`config.mk`:
```
export PLATFORM = sky130hd
export DESIGN_NAME = l1vc_ctrl
export DESIGN_NICKNAME = d
export VERILOG_FILES = /design/src/l1vc_pkg.sv /design/src/l1vc_ctrl.sv
export SDC_FILE = /design/constraint.sdc
export NUM_CORES = 1
export LEC_CHECK = 0
export ABC_AREA = 1
export ABC_CLOCK_PERIOD_IN_PS = 1000
export BUFFER_PORTS_ARGS = -buffer_cell sky130_fd_sc_hd__buf_2
export CAP_MARGIN = 20
export CORE_AREA = 10 10 47 49
export DETAILED_ROUTE_END_ITERATION = 10
export DIE_AREA = 0 0 57 59
export PLACE_DENSITY = 0.4
export SLEW_MARGIN = 0
export SYNTH_ARGS = -nofsm -noshare
export SYNTH_HDL_FRONTEND = slang
export SYNTH_SLANG_ARGS = --single-unit
```
`constraint.sdc`:
```
create_clock -name clk -period 1 [get_ports clk]
set_input_delay 0.1 -clock clk [delete_from_list [all_inputs] [get_ports clk]]
set_output_delay 0.1 -clock clk [all_outputs]
set_load 0.02 [all_outputs]
```
`src/l1vc_pkg.sv`:
```
// shared types, constants and codes for the three-level cache tag block
package l1vc_pkg;

    localparam int L1_SETS_DEF = 16;
    localparam int L2_WAYS_DEF = 8;
    localparam int VC_DEPTH_DEF = 4;
    localparam int L2_SETS_DEF = 16;

    localparam int ADDR_W = 32;
    localparam int WORD_W = 32;
    localparam int BLOCK_W = ADDR_W - 2;

    typedef struct packed {
        logic               mode;
        logic [ADDR_W-1:0]  word_address;
        logic signed [WORD_W-1:0] write_word;
    } access_t;

    typedef struct packed {
        logic [1:0]         hit_level;
        logic               memory_write;
        logic signed [WORD_W-1:0] memory_word;
    } result_t;

    typedef enum logic [1:0] {
        LVL_L1  = 2'd0,
        LVL_VC  = 2'd1,
        LVL_L2  = 2'd2,
        LVL_MEM = 2'd3
    } level_t;

    typedef enum logic [2:0] {
        ST_IDLE,
        ST_EVAL,
        ST_RD2,
        ST_INS,
        ST_FIN
    } ctrl_state_t;

    typedef struct packed {
        logic capture;
        logic eval;
        logic rd2;
        logic ins;
        logic load_out;
    } dp_cmd_t;

    typedef struct packed {
        logic cascade;
        logic out_free;
    } dp_sts_t;

endpackage

```
`src/l1vc_ctrl.sv`:
```
// sequencer for lookup, update and second-level insert of one transaction
module l1vc_ctrl
    import l1vc_pkg::*;
(
    input  logic    clk,
    input  logic    rst_n,
    input  logic    access_valid,
    output logic    access_stall,
    input  dp_sts_t sts,
    output dp_cmd_t cmd
);

    ctrl_state_t state_reg;
    ctrl_state_t state_next;

    always_ff @(posedge clk or negedge rst_n)
    begin
        if (!rst_n)
        begin
            state_reg <= ST_IDLE;
        end
        else
        begin
            state_reg <= state_next;
        end
    end

    always_comb
    begin
        state_next = state_reg;
        unique case (state_reg)
            ST_IDLE:
            begin
                if (access_valid)
                begin
                    state_next = ST_EVAL;
                end
            end
            ST_EVAL:
            begin
                state_next = sts.cascade ? ST_RD2 : ST_FIN;
            end
            ST_RD2:
            begin
                state_next = ST_INS;
            end
            ST_INS:
            begin
                state_next = ST_FIN;
            end
            ST_FIN:
            begin
                if (sts.out_free)
                begin
                    state_next = ST_IDLE;
                end
            end
            default:
            begin
                state_next = ST_IDLE;
            end
        endcase
    end

    always_comb
    begin
        cmd = '0;
        access_stall = 1'b1;
        unique case (state_reg)
            ST_IDLE:
            begin
                access_stall = 1'b0;
                cmd.capture = access_valid;
            end
            ST_EVAL:
            begin
                cmd.eval = 1'b1;
            end
            ST_RD2:
            begin
                cmd.rd2 = 1'b1;
            end
            ST_INS:
            begin
                cmd.ins = 1'b1;
            end
            ST_FIN:
            begin
                cmd.load_out = sts.out_free;
            end
            default:
            begin
                cmd = '0;
            end
        endcase
    end

endmodule

```
==> Word-level counts from Yosys, hierarchy flattened <==
Cells that the tools add are included.
{ "word_totals": {"out_inout_bits": 6, "elab_cells": 19, "register_bits": 3} }
{ "classes": {"reduce_logical": 2, "n_mux": 10, "eq_ne": 6} }
{ "ops": {"columns": ["operator", "n"], "rows": [
  ["3-bit case mux with 5 select lines", 1],
  ["3-bit two-way mux", 3],
  ["3-bit by 2-bit equality test with 1-bit output (second input constant)", 2],
  ["1-bit two-way mux", 6],
  ["2-bit inequality test (second input constant)", 2],
  ["3-bit by 1-bit equality test with 1-bit output (second input constant)", 1],
  ["3-bit equality test (second input constant)", 1],
  ["3-bit zero test", 1],
  ["2-bit AND reduction", 1]
]} }

==> Longest topological paths before layout <==
{ "logic_depth": {"ltp_word": 3, "depth_mapped": 5} }

==> Worst setup path after synthesis <==
OpenSTA, ideal clock, no wires.
{ "synth_timing": {"path_kind": "reg-to-output", "startpoint": "register state_reg[2]", "endpoint": "output cmd[4] (netlist bit)", "arrival_time_ns": 1.016, "path_stages_with_launch": 4, "t_required_ns": 0.900, "slack_ns": -0.116, "path_cell_list": "dfrtp_1 nor2_1 nand2_1 nor2_1"} }
{ "synth_rtl": {"columns": ["item", "line", "text"], "rows": [
  ["from (decl)", "l1vc_ctrl.sv:13", "ctrl_state_t state_reg;"],
  ["from (signal assigned)", "l1vc_ctrl.sv:24", "state_reg <= state_next;"],
  ["to (decl)", "l1vc_ctrl.sv:10", "output dp_cmd_t cmd"]
]} }

==> impl_summary.md <==
Layout
The area added between synthesis and finish is 121%. The final layout contains 52 nets. The flip-flop count of the largest register after layout is 3. The ratio of cells with drive above 1 in the final layout is approximately 67%. Once layout is complete, the utilization of the core stands at 28.2%. The finished layout holds 62 standard cells, fillers aside.

The final antenna diode count is 0. The area of all placed cells without fillers is 395 um^2.

Timing
The clock arrives with roughly 0.0012 ns of skew. Of the available clock period, the critical path in the final layout requires 116%. Measured against its own limit, the worst slew margin works out to about 89%. Subtracting the final worst setup slack from the clock period gives about 1.2 ns. The setup TNS is -0.791 ns. The total count of hold-check failures in the final report came to 0. The highest achievable clock rate is ~860 MHz.

The count of final max-slew check failures is 0. Across all hold checks on the routed design, the worst slack comes to roughly 0.091 ns. Setup violations remaining at the end of the flow were counted as 6. After layout, the worst setup slack is -0.165 ns. At the pin with the least slew margin, the transition time is 0.165 ns. Setup repair after global routing could not meet its margin everywhere.

Route
The final wirelength is about 540 um. In this run, the number of DRC markers left after iteration 0 of detailed routing was 0. The post-detailed-route wirelength per cell is between 8 and 9 um. The number of iterations in the first detailed-routing pass is 1.

The via density per instance is 3.71. The count of nets left with antenna violations once routing finished came out at 0. For this run, design rule violations remaining after detail routing come to 0.

The final route contains 230 vias.

Clock network
The clock passes through at most 2 buffers. The sink count of the clock tree is 3. The TritonCTS clock tree is yes.

The later pin in the worst-skew pair is clocked with a latency of 0.23 ns. In this run, CTS created clock tree buffers numbering 3. The depth of the CTS H-tree is 1. The root buffer cell chosen for the clock tree is clkbuf_4. The clock-pin slew of the registers on the worst-case setup and hold paths is around 0.04 ns.

Worst setup path
The critical-path cell with the highest stage delay is dfrtp_2. At the worst endpoint, the required time is ~0.90 ns. Data on the critical path arrives at its endpoint at 1.06 ns. The critical path endpoint category is an output pin. The largest driver fanout on the critical path is 3.

Traced cell by cell, the critical path runs through nor2_4 > nand2_2 > nor2_4 > buf_6. The kind of critical path is reg2out. The critical path's largest stage delay is 0.43 ns. Counting buffers and inverters, the worst setup path is 4 cells deep. The most frequent cell on the critical path is nor2_4. The cell family contributing the most delay on the critical path is flip-flops. Together, buffers and inverters on the worst path number 1.

The depth of the worst register-to-register path is 5. The element type at the critical path start is a flop.

Hold path
The class of the tightest hold or removal check is in2reg. The depth of the worst hold-timing path is 3.

Global routing
The number of global-route vias before repair was 222. Entering global routing, the biggest net connects 5 pins. The first global-routing pass estimated slightly below 900 um of wire. The total overflow left after global routing is 0. The number of antenna violations at the first check in global routing was 0. Global routing consumed, over all layers together, 3.42% of the routing resources.

Synth
The post-synth net total is 32. The post-synthesis sequential element count is 3. In the synthesized netlist, the number of instances is 27. In this run the cell area of the synthesized design comes to 179 um^2. Yosys printed 0 warnings. The per-instance average area after synthesis is 6.63 um^2. Sequential cells were found to cover 42.0% of the synthesized design area. After synthesis, the netlist uses 11 different library cells.

Power and ir drop
The total leakage power is 0.213 nW. The largest voltage drop on the vdd net is 0.825 mV. The total power consumption of the routed design is 1.19 mW.

The ratio of total power to cell area is approximately 3000 nW/um^2.

Floorplan
The y dimension of the die is a little under 60 um. For this design the top-level I/O count stands at 11. In this run the standard cell core region covers between 1000 and 1500 um^2. The starting utilization of the core area is 12.8%. The floorplan step defined a die boundary enclosing 3360 um^2. The number of placement rows is 14. The floorplan step set the die width to 57 um.

Placement
The area after detailed placement is 282 um^2. Once detailed placement completed, the half-perimeter wirelength came to 445 um. The number of input and output port buffers inserted is 10. OpenSTA, run right after detailed placement, puts the worst setup slack at approximately 0.016 ns. The global placement routability congestion is 0.644. The count of placed standard cells including taps is 56.

Outcome
The flow ran to the end, but the final reports show violations. The final reports fail on negative setup slack.

Flow run
The count of max-cap constraint violations is 0.
-- cells in the mapped netlist (all sizes together) --
cell type / instances / area, um^2
dfrtp: 3 / 75.1
inv: 9 / 33.8
nand2: 6 / 25.0
nand3: 1 / 5.00
nand4: 1 / 6.26
nor2: 5 / 21.3
o211ai: 1 / 7.51
o21ai: 1 / 5.00
-- per-layer routing --
metal  routed length (um)  track usage (%)  part of all wire, %
met1                  180             2.98                   33
met2                  301             5.12                   56
met3                   57             1.93                   11
met4                    0             4.03                    0
met5                    0                0                    0
-- worst reg2reg max path, stage by stage, from the launching register on --
cell and delay [ns]:
dfrtp_2 0.43, buf_6 0.13, nand2_4 0.08, inv_1 0.04, o21ai_1 0.08, nand2_1 0.07
-- power by group --
| group | leakage (nW) | internal, mW | switching (mW) |
|---|---|---|---|
| Clock | 0.0150 | 0.149 | 0.0592 |
| Combinational | 0.162 | 0.342 | 0.402 |
| Sequential | 0.0361 | 0.175 | 0.0609 |
-- layout make-up --
type,count,area [um^2]
fillers,167,1010
repair buffers,15,125
multi-input cells,15,113
flip-flops and latches,3,77.6
inverters,9,33.8
clock buffers,4,26.3
well taps,16,20.0
-- cell families after synthesis --
family / count (synthesis) / synth area share, %
AO/OA/AOI/OAI: 2 / 6.99
flip-flops: 3 / 42.0
AND/OR/NAND/NOR: 13 / 32.2
buffers and inverters: 9 / 18.9
-- layout by cell type, fill, tap and decap left out, types with 2 or more instances in the layout --
master,synthesis,routed
buf_2,0,5
buf_4,0,3
buf_6,0,6
clkbuf_4,0,3
dfrtp_2,0,2
inv_1,8,5
inv_2,1,4
nand2_1,5,3
nand2_2,1,2
nor2_4,0,4
-- worst paths after layout --
kind	from	to	slack (ns)
worst min register to register	state_reg[1]$_DFFE_PN0P_	state_reg[2]$_DFFE_PN0P_	0.60
worst min-delay path	sts[1]	state_reg[1]$_DFFE_PN0P_	0.09
worst max-delay path	state_reg[2]$_DFFE_PN0P_	cmd[4]	-0.16
min in group asynchronous	rst_n	state_reg[1]$_DFFE_PN0P_	0.19
worst max register to register	state_reg[0]$_DFFE_PN0P_	state_reg[2]$_DFFE_PN0P_	0.05
max in group asynchronous	rst_n	state_reg[2]$_DFFE_PN0P_	0.69
-- timing repair --
item,4_1_cts,5_1_grt
gates resized for setup,9,16
setup endpoints to repair,6,6
buffers inserted,0,1
hold endpoints to repair,3,0
pin swaps,2,4
hold buffers,1,0
Power figures use the tool's default switching activity.
